`src/design/pli_pkg.sv`:
```
`default_nettype none

package pli_pkg;

    // Field widths of the item formats
    localparam int DATA_W = 16;
    localparam int IDX_W  = 6;
    localparam int CNT_W  = 7;

    typedef enum logic [1:0] {
        CMD_LOAD = 2'd0,
        CMD_FWD  = 2'd1,
        CMD_INV  = 2'd2
    } t_cmd;

    typedef struct packed {
        t_cmd                      cmd;
        logic [IDX_W-1:0]          point_index;
        logic signed [DATA_W-1:0]  key_x;
        logic signed [DATA_W-1:0]  key_y;
    } t_item_in;

    typedef struct packed {
        logic signed [DATA_W-1:0]  value;
        logic                      found;
    } t_item_out;

    typedef enum logic [3:0] {
        S_IDLE,
        S_F_FIRST,
        S_F_LAST,
        S_F_SRCH,
        S_F_LO,
        S_F_HI,
        S_I_FIRST,
        S_I_SCAN,
        S_MUL,
        S_DIV,
        S_DONE
    } t_state;

endpackage

`default_nettype wire

```
`src/design/piecewise_linear_interpolator_unit.sv`:
```
`default_nettype none
// Load: writes one table entry (if the index is in range), no result. Forward: reads entry
// 0, the last entry, about log2(N) search entries and the two segment ends, then a multiply
// step and a restoring divide of the 32-bit product. Inverse: one table read per segment
// scanned (up to N-1) plus the same multiply and divide. The table memory port gives one
// read a cycle and the divider one quotient bit a cycle. One item at a time; the next
// item is taken in the cycle the result strobe shows, and the strobe cannot be stalled.
// Reset returns to idle, drops the strobe and clears point_count; tables keep contents.
module piecewise_linear_interpolator_unit
    import pli_pkg::*;
#(
    parameter int MAX_POINTS = 64
) (
    input  wire logic              i_clk,
    input  wire logic              i_rst_n,
    input  wire logic              start,
    output logic                   busy,
    input  wire t_item_in          i_item,
    input  wire logic              i_cfg_we,
    input  wire logic [CNT_W-1:0]  i_cfg_data,
    output logic                   o_strobe,
    output t_item_out              o_result
);

    localparam int AW = $clog2(MAX_POINTS);
    localparam int CW = AW + 1;
    localparam int PW = 2 * DATA_W;
    localparam int SW = PW + 2;
    localparam int DCW = $clog2(PW);

    function automatic logic signed [DATA_W:0] sub_ext(input logic signed [DATA_W-1:0] a,
                                                       input logic signed [DATA_W-1:0] b);
        sub_ext = $signed({a[DATA_W-1], a}) - $signed({b[DATA_W-1], b});
    endfunction

    function automatic logic [DATA_W-1:0] mag(input logic signed [DATA_W:0] v);
        logic signed [DATA_W:0] t;
        t   = (v < 0) ? -v : v;
        mag = t[DATA_W-1:0];
    endfunction

    // Table memories
    logic signed [DATA_W-1:0] r_x_mem [MAX_POINTS];
    logic signed [DATA_W-1:0] r_y_mem [MAX_POINTS];
    logic signed [DATA_W-1:0] r_rd_x, r_rd_y;
    logic [AW-1:0]            rd_addr;
    logic                     wr_en;

    t_state                   r_state, n_state;
    logic [CNT_W-1:0]         r_point_count;
    logic signed [DATA_W-1:0] r_key, n_key;
    logic [CW-1:0]            r_n, n_n;
    logic [AW-1:0]            r_lo, n_lo, r_hi, n_hi, r_mid, n_mid, r_i, n_i;
    logic signed [DATA_W-1:0] r_a0, n_a0, r_b0, n_b0, r_base, n_base;
    logic signed [DATA_W:0]   r_n1, n_n1, r_n2, n_n2, r_d, n_d;
    logic [PW-1:0]            r_prod, n_prod;
    logic                     r_neg, n_neg;
    logic [DATA_W-1:0]        r_dmag, n_dmag, r_rem, n_rem;
    logic [DCW-1:0]           r_cnt, n_cnt;
    logic                     r_strobe, n_strobe;
    t_item_out                r_res, n_res;

    logic                     accept;
    logic [CW-1:0]            cnt_now;

    assign accept   = start && (r_state == S_IDLE);
    assign busy     = (r_state != S_IDLE);
    assign o_strobe = r_strobe;
    assign o_result = r_res;
    assign wr_en    = accept && (i_item.cmd == CMD_LOAD)
                      && (32'(i_item.point_index) < MAX_POINTS);

    // Clamp the point count to the table depth
    always_comb begin
        if (32'(r_point_count) > MAX_POINTS) begin
            cnt_now = CW'(MAX_POINTS);
        end else begin
            cnt_now = CW'(r_point_count);
        end
    end

    // Write on load, read one entry a cycle
    always_ff @(posedge i_clk) begin
        if (wr_en) begin
            r_x_mem[AW'(i_item.point_index)] <= i_item.key_x;
            r_y_mem[AW'(i_item.point_index)] <= i_item.key_y;
        end
        r_rd_x <= r_x_mem[rd_addr];
        r_rd_y <= r_y_mem[rd_addr];
    end

    // Sequencer: next state, read address and datapath updates
    always_comb begin
        logic [AW-1:0]           lo_v, hi_v;
        logic signed [DATA_W:0]  s_v;
        logic [DATA_W:0]         rem_sh;
        logic                    qbit;
        logic signed [SW-1:0]    delta, sum;
        n_state  = r_state;
        n_key    = r_key;
        n_n      = r_n;
        n_lo     = r_lo;
        n_hi     = r_hi;
        n_mid    = r_mid;
        n_i      = r_i;
        n_a0     = r_a0;
        n_b0     = r_b0;
        n_base   = r_base;
        n_n1     = r_n1;
        n_n2     = r_n2;
        n_d      = r_d;
        n_prod   = r_prod;
        n_neg    = r_neg;
        n_dmag   = r_dmag;
        n_rem    = r_rem;
        n_cnt    = r_cnt;
        n_strobe = 1'b0;
        n_res    = r_res;
        rd_addr  = '0;
        lo_v     = r_lo;
        hi_v     = r_hi;
        s_v      = '0;
        rem_sh   = '0;
        qbit     = 1'b0;
        delta    = '0;
        sum      = '0;

        case (r_state)
            S_IDLE: begin
                if (accept) begin
                    n_n   = cnt_now;
                    n_key = (i_item.cmd == CMD_INV) ? i_item.key_y : i_item.key_x;
                    case (i_item.cmd)
                        CMD_FWD: begin
                            if (cnt_now == '0) begin
                                n_strobe    = 1'b1;
                                n_res.value = '0;
                                n_res.found = 1'b1;
                            end else begin
                                n_state = S_F_FIRST;
                            end
                        end
                        CMD_INV: begin
                            if (cnt_now < CW'(2)) begin
                                n_strobe    = 1'b1;
                                n_res.value = '0;
                                n_res.found = 1'b0;
                            end else begin
                                n_state = S_I_FIRST;
                            end
                        end
                        default: begin
                        end
                    endcase
                end
            end

            // Entry 0 is here: clamp below the first point
            S_F_FIRST: begin
                if (r_n == CW'(1) || r_key <= r_rd_x) begin
                    n_strobe    = 1'b1;
                    n_res.value = r_rd_y;
                    n_res.found = 1'b1;
                    n_state     = S_IDLE;
                end else begin
                    rd_addr = AW'(r_n - CW'(1));
                    n_state = S_F_LAST;
                end
            end

            // Last entry, then binary search steps
            S_F_LAST, S_F_SRCH: begin
                if (r_state == S_F_LAST) begin
                    lo_v = '0;
                    hi_v = AW'(r_n - CW'(1));
                end else if (r_rd_x <= r_key) begin
                    lo_v = r_mid;
                end else begin
                    hi_v = r_mid;
                end
                if (r_state == S_F_LAST && r_key >= r_rd_x) begin
                    n_strobe    = 1'b1;
                    n_res.value = r_rd_y;
                    n_res.found = 1'b1;
                    n_state     = S_IDLE;
                end else begin
                    n_lo = lo_v;
                    n_hi = hi_v;
                    if ((CW'(lo_v) + CW'(1)) < CW'(hi_v)) begin
                        n_mid   = AW'((CW'(lo_v) + CW'(hi_v)) >> 1);
                        rd_addr = n_mid;
                        n_state = S_F_SRCH;
                    end else begin
                        rd_addr = lo_v;
                        n_state = S_F_LO;
                    end
                end
            end

            S_F_LO: begin
                n_a0    = r_rd_x;
                n_b0    = r_rd_y;
                rd_addr = r_lo + AW'(1);
                n_state = S_F_HI;
            end

            S_F_HI: begin
                if (r_rd_x == r_a0) begin
                    n_strobe    = 1'b1;
                    n_res.value = r_b0;
                    n_res.found = 1'b1;
                    n_state     = S_IDLE;
                end else begin
                    n_n1    = sub_ext(r_key, r_a0);
                    n_n2    = sub_ext(r_rd_y, r_b0);
                    n_d     = sub_ext(r_rd_x, r_a0);
                    n_base  = r_b0;
                    n_state = S_MUL;
                end
            end

            S_I_FIRST: begin
                n_a0    = r_rd_x;
                n_b0    = r_rd_y;
                n_i     = AW'(1);
                rd_addr = AW'(1);
                n_state = S_I_SCAN;
            end

            // Test one segment for a span of the query y
            S_I_SCAN: begin
                if ((r_b0 <= r_key && r_key <= r_rd_y) || (r_rd_y <= r_key && r_key <= r_b0)) begin
                    if (r_rd_y == r_b0) begin
                        s_v         = $signed({r_a0[DATA_W-1], r_a0})
                                      + $signed({r_rd_x[DATA_W-1], r_rd_x});
                        s_v         = s_v >>> 1;
                        n_strobe    = 1'b1;
                        n_res.value = s_v[DATA_W-1:0];
                        n_res.found = 1'b1;
                        n_state     = S_IDLE;
                    end else begin
                        n_n1    = sub_ext(r_key, r_b0);
                        n_n2    = sub_ext(r_rd_x, r_a0);
                        n_d     = sub_ext(r_rd_y, r_b0);
                        n_base  = r_a0;
                        n_state = S_MUL;
                    end
                end else if ((CW'(r_i) + CW'(1)) < r_n) begin
                    n_a0    = r_rd_x;
                    n_b0    = r_rd_y;
                    n_i     = r_i + AW'(1);
                    rd_addr = r_i + AW'(1);
                end else begin
                    n_strobe    = 1'b1;
                    n_res.value = '0;
                    n_res.found = 1'b0;
                    n_state     = S_IDLE;
                end
            end

            S_MUL: begin
                n_prod  = mag(r_n1) * mag(r_n2);
                n_neg   = ((r_n1 < 0) ^ (r_n2 < 0)) ^ (r_d < 0);
                n_dmag  = mag(r_d);
                n_rem   = '0;
                n_cnt   = '0;
                n_state = S_DIV;
            end

            // Restoring divide, one quotient bit a cycle
            S_DIV: begin
                rem_sh = {r_rem, r_prod[PW-1]};
                if (rem_sh >= {1'b0, r_dmag}) begin
                    rem_sh = rem_sh - {1'b0, r_dmag};
                    qbit   = 1'b1;
                end
                n_rem  = rem_sh[DATA_W-1:0];
                n_prod = {r_prod[PW-2:0], qbit};
                n_cnt  = r_cnt + DCW'(1);
                if (r_cnt == DCW'(PW - 1)) begin
                    n_state = S_DONE;
                end
            end

            // Apply sign, add base, saturate
            S_DONE: begin
                delta = $signed({2'b00, r_prod});
                if (r_neg) begin
                    delta = -delta;
                end
                sum = delta + $signed({{(SW-DATA_W){r_base[DATA_W-1]}}, r_base});
                if (sum > $signed(SW'(16'sh7FFF))) begin
                    n_res.value = 16'sh7FFF;
                end else if (sum < $signed({{(SW-DATA_W){1'b1}}, 16'h8000})) begin
                    n_res.value = 16'sh8000;
                end else begin
                    n_res.value = sum[DATA_W-1:0];
                end
                n_res.found = 1'b1;
                n_strobe    = 1'b1;
                n_state     = S_IDLE;
            end

            default: begin
                n_state = S_IDLE;
            end
        endcase
    end

    // Control registers
    always_ff @(posedge i_clk) begin
        if (!i_rst_n) begin
            r_state       <= S_IDLE;
            r_strobe      <= 1'b0;
            r_point_count <= '0;
        end else begin
            r_state  <= n_state;
            r_strobe <= n_strobe;
            if (i_cfg_we) begin
                r_point_count <= i_cfg_data;
            end
        end
    end

    // Datapath registers
    always_ff @(posedge i_clk) begin
        r_key  <= n_key;
        r_n    <= n_n;
        r_lo   <= n_lo;
        r_hi   <= n_hi;
        r_mid  <= n_mid;
        r_i    <= n_i;
        r_a0   <= n_a0;
        r_b0   <= n_b0;
        r_base <= n_base;
        r_n1   <= n_n1;
        r_n2   <= n_n2;
        r_d    <= n_d;
        r_prod <= n_prod;
        r_neg  <= n_neg;
        r_dmag <= n_dmag;
        r_rem  <= n_rem;
        r_cnt  <= n_cnt;
        r_res  <= n_res;
    end

endmodule

`default_nettype wire

```
`config.mk`:
```
export PLATFORM = sky130hd
export DESIGN_NAME = piecewise_linear_interpolator_unit
export DESIGN_NICKNAME = d
export VERILOG_FILES = /design/src/design/pli_pkg.sv /design/src/design/piecewise_linear_interpolator_unit.sv
export SDC_FILE = /design/constraint.sdc
export NUM_CORES = 2
export LEC_CHECK = 0
export BUFFER_PORTS_ARGS = -buffer_cell sky130_fd_sc_hd__buf_2
export CELL_PAD_IN_SITES_DETAIL_PLACEMENT = 0
export CELL_PAD_IN_SITES_GLOBAL_PLACEMENT = 1
export CORE_MARGIN = 4
export CORE_UTILIZATION = 58
export CTS_CLUSTER_SIZE = 8
export DETAILED_ROUTE_END_ITERATION = 8
export PLACE_DENSITY_LB_ADDON = 0.1
export SYNTH_ARGS = -nofsm -noshare
export SYNTH_HDL_FRONTEND = slang
export SYNTH_SLANG_ARGS = --single-unit
export TNS_END_PERCENT = 50
```
`constraint.sdc`:
```
create_clock -name i_clk -period 25 [get_ports i_clk]
set_input_delay 0 -clock i_clk [delete_from_list [all_inputs] [get_ports i_clk]]
set_output_delay 0 -clock i_clk [all_outputs]
set_load 0.02 [all_outputs]
```
==> results by group <==
Routing
  • DR iter-0 viols: about 8400
  • Initial DRT Pass Iterations: 6
  • Drt drc: 0
  • Final WL: approximately 310 mm
  • Vias post-DR: 66600
  • Routed vias/inst: 6.49
  • Routed len/inst: about 30 um
  • Final ANT Viol Nets: 0

Setup path
  • Most frequent CP cell: fa_1
  • Crit path largest cell delay: 920 ps
  • Setup crit start kind: flop
  • Req. time, crit path: between 20000 and 30000 ps
  • Crit Reg-Reg Endpoint: r_prod[31]$_DFFE_PP_
  • Crit path max-delay cell type: xor2_1
  • Arr. time, crit path: 11400 ps
  • WP buf/inv: 4
  • CP max FO: 11
  • Critical path class: flop to flop
  • Worst r2r src: r_n1[0]$_DFFE_PP_
  • Worst reg-to-reg path cell count: 29
  • Critical Path End Type: flop
  • Reg2reg setup slack: 14190 ps
  • Worst setup startpoint: r_n1[0]$_DFFE_PP_
  • CP top delay family: adder cells

STA
  • Period utilization: 43.2%
  • Fin crit period: 10810 ps
  • Final Max Tran Viols: 0
  • Worst rel slew slack: 13.5%
  • Hold Vio Cnt, Final: 0
  • Setup Skew: 107 ps
  • Unrepaired setup endpoints after global routing: false
  • Final setup viols: 0
  • Slew @ Worst Pin: 1300 ps
  • Setup TNS: 0 ps
  • Fmax: 92.5 MHz

Floorplan
  • FP Rows: 156
  • CORE AREA: around 180000 um2
  • Top-Level Pins: 70
  • Die area: 190000 um2
  • Die span in y: 436 um
  • Initial Util: 58.6%
  • Die width: 436 um

CTS
  • Post-CTS Setup Inserts: 0
  • H-tree level count: 5
  • Clk buf depth: 4
  • CTS Buf Count: about 340
  • Reg clk slew, reported paths: 50 ps
  • Sink Count: between 2000 and 2500
  • CTS root buf: clkbuf_16
  • CTS resizes: 0
  • Cts hold-fix bufs: 70
  • TritonCTS clock tree: yes
  • Clock Latency Late Sink: 930 ps

Yosys
  • Sequential fraction of the synthesis area: 65.3%
  • Top-area cell type share of the netlist area: 64.4%
  • Synth Register Bits: 2325
  • Async S/R FF share, synth: 0%
  • Synth warn: 0
  • Commonest cells in the netlist: 2281 x edfxtp_1, 1144 x nand2_1, 415 x inv_1
  • Post-synthesis area per instance: between 10 and 15 um2
  • Syn nets: 8006
  • Mapped cell area: between 100000 and 150000 um2
  • Most area-hungry cell type in the Yosys netlist: edfxtp_1
  • Synth area leaders: edfxtp_1 64%, mux4_2 5.4%, nand2_1 4.0%, fa_1 3.8%, ha_1 3.5%
  • Synthesized netlist cell count: between 7000 and 8000
  • Top-count cell post-synth: edfxtp_1
  • Post-synth EDFFs: roughly 2300
  • Yosys cell types: 91
  • Synth Flop Type: edfxtp_1

Final layout
  • Register Area: 69400 um2
  • Filler instances: 12800
  • Share of cells above drive strength 1: around an eighth
  • Synth-to-layout area growth: 12.9%
  • Fin cells: 10300
  • Multi-input combinational cell area: 34500 um2
  • Nets: 8333

Global routing
  • Pin count of the biggest net entering global routing: 148
  • Number of global-route vias before repair: 65700
  • GRT Total Usage: 32.4%
  • Initial antenna violation count: 27
  • First-pass GRT wire length: 449 mm
  • GRT overflow: 0

Placement
  • DP HPWL: 188 mm
  • Routability cong.: 0.937
  • Port bufs: 69
  • Placed insts: 9740

Outcome
  • Outcome: complete, no violations

Min path
  • Min-delay worst type: primary input to flop
  • Hold Path Stages: 3
  • Hold path start: i_rst_n
  • Hold Path Sink: r_state[1]$_SDFFE_PN0P_

Power and ir drop
  • Worst vdd ir: 0.127 mV
  • Pwr Density: 100 nW/um2
  • P_leak: 43.1 nW

Job
  • Max_cap viols: 0
-- worst reg2reg max path: cells and delay by family (launching register included) --
kind / cells / cell delay, ps
fa+ha+maj: 8 / 3640
buf+inv: 4 / 530
flops: 1 / 510
compound gates: 10 / 3470
xor+xnor: 2 / 1060
simple gates: 5 / 1370
-- placed cells by master (no fill, tap or decap), types with 20 or more instances in the layout --
| cell | n |
|---|---|
| a211oi_1 | 20 |
| a21boi_0 | 28 |
| a21o_1 | 58 |
| a21oi_1 | 140 |
| a31oi_1 | 143 |
| a32oi_1 | 129 |
| and2_1 | 23 |
| and3_1 | 23 |
| buf_2 | 70 |
| buf_4 | 177 |
| clkbuf_1 | 89 |
| clkbuf_16 | 345 |
| dfxtp_1 | 44 |
| dlygate4sd3_1 | 70 |
| edfxtp_1 | 2281 |
| fa_1 | 202 |
| ha_1 | 295 |
| inv_1 | 414 |
| mux2_2 | 20 |
| mux2i_1 | 160 |
| mux4_2 | 256 |
| nand2_1 | 1143 |
| nand2b_1 | 41 |
| nand3_1 | 325 |
| nand4_1 | 24 |
| nor2_1 | 254 |
| nor2_4 | 66 |
| nor2b_1 | 41 |
| nor3_1 | 44 |
| nor4_1 | 37 |
| o21ai_0 | 187 |
| o22ai_1 | 132 |
| o31ai_1 | 29 |
| or3_1 | 91 |
| xnor2_1 | 161 |
| xor2_1 | 64 |
-- state kept, by name, summed over array words and instances (netlist names), 17 cells and up --
register and flops:
r_d 17, r_n2 17, o_result 17, r_y_mem 1024, r_n1 17, r_x_mem 1024, r_prod 32
-- cell families (layout without fill, tap and decap cells) --
| family | Yosys count | in the layout | share of synthesized area [%] |
|---|---|---|---|
| flops | 2325 | 2325 | 65.3 |
| fa+ha+maj | 497 | 497 | 7.27 |
| mux | 436 | 436 | 7.14 |
| simple gates | 2197 | 2197 | 9.15 |
| xor+xnor | 229 | 229 | 1.89 |
| compound gates | 1015 | 1015 | 6.38 |
| buf+inv | 759 | 1188 | 2.91 |
| other cells | 0 | 11 | 0 |
-- metrics by stage --
| stage | util [%] | cell area (um2) | total power [mW] | hold slack [ps] | worst slack, ps |
|---|---|---|---|---|---|
| 6_report | 66.1 | 120000 | 12.0 | 59.1 | 14190 |
| 3_5_place_dp | 60.7 | 110000 | 8.07 | 272 | 14140 |
| 4_1_cts | 66.1 | 120000 | 12.1 | 0.552 | 14150 |
| 2_1_floorplan | - | 106000 | 6.79 | 98.9 | 15880 |
| 5_1_grt | 66.1 | 120000 | 12.5 | 26.5 | 13450 |
| 3_3_place_gp | 60.7 | 110000 | 8.03 | 264 | 14260 |
-- worst max path at each step --
stage,end,slack (ps),cells past startpoint
2_1_floorplan,r_prod[31]$_DFFE_PP_,15880,31
3_5_place_dp,r_prod[31]$_DFFE_PP_,14140,29
3_3_place_gp,r_rd_x[4]$_DFF_P_,14260,33
4_1_cts,r_rd_x[2]$_DFF_P_,14150,33
6_report,r_prod[31]$_DFFE_PP_,14190,29
5_1_grt,r_prod[31]$_DFFE_PP_,13450,29
-- power by group --
part,internal [mW],total (mW),switching (mW)
logic,1.23,3.49,2.25
clock network,2.46,4.00,1.54
registers,4.44,4.54,0.0998
total,8.13,12.0,3.90
-- layer usage --
layer,vias up,routed length (um),global-route usage (%)
li1,28500,-,-
met1,33600,118000,44.2
met2,3794,145000,51.1
met3,702,32600,6.75
met4,6,15500,14.1
met5,-,44,0
-- final cells by class --
cell class	instances	area share, %
antenna	11	0.0229
clock inverter	12	0.102
multi-input combinational	4374	28.7
inverter	417	1.31
clock buffer	434	7.47
tap	2370	2.47
timing repair buffer	325	2.11
sequential	2325	57.8
Note: power is estimated with default switching activity, not from simulation.
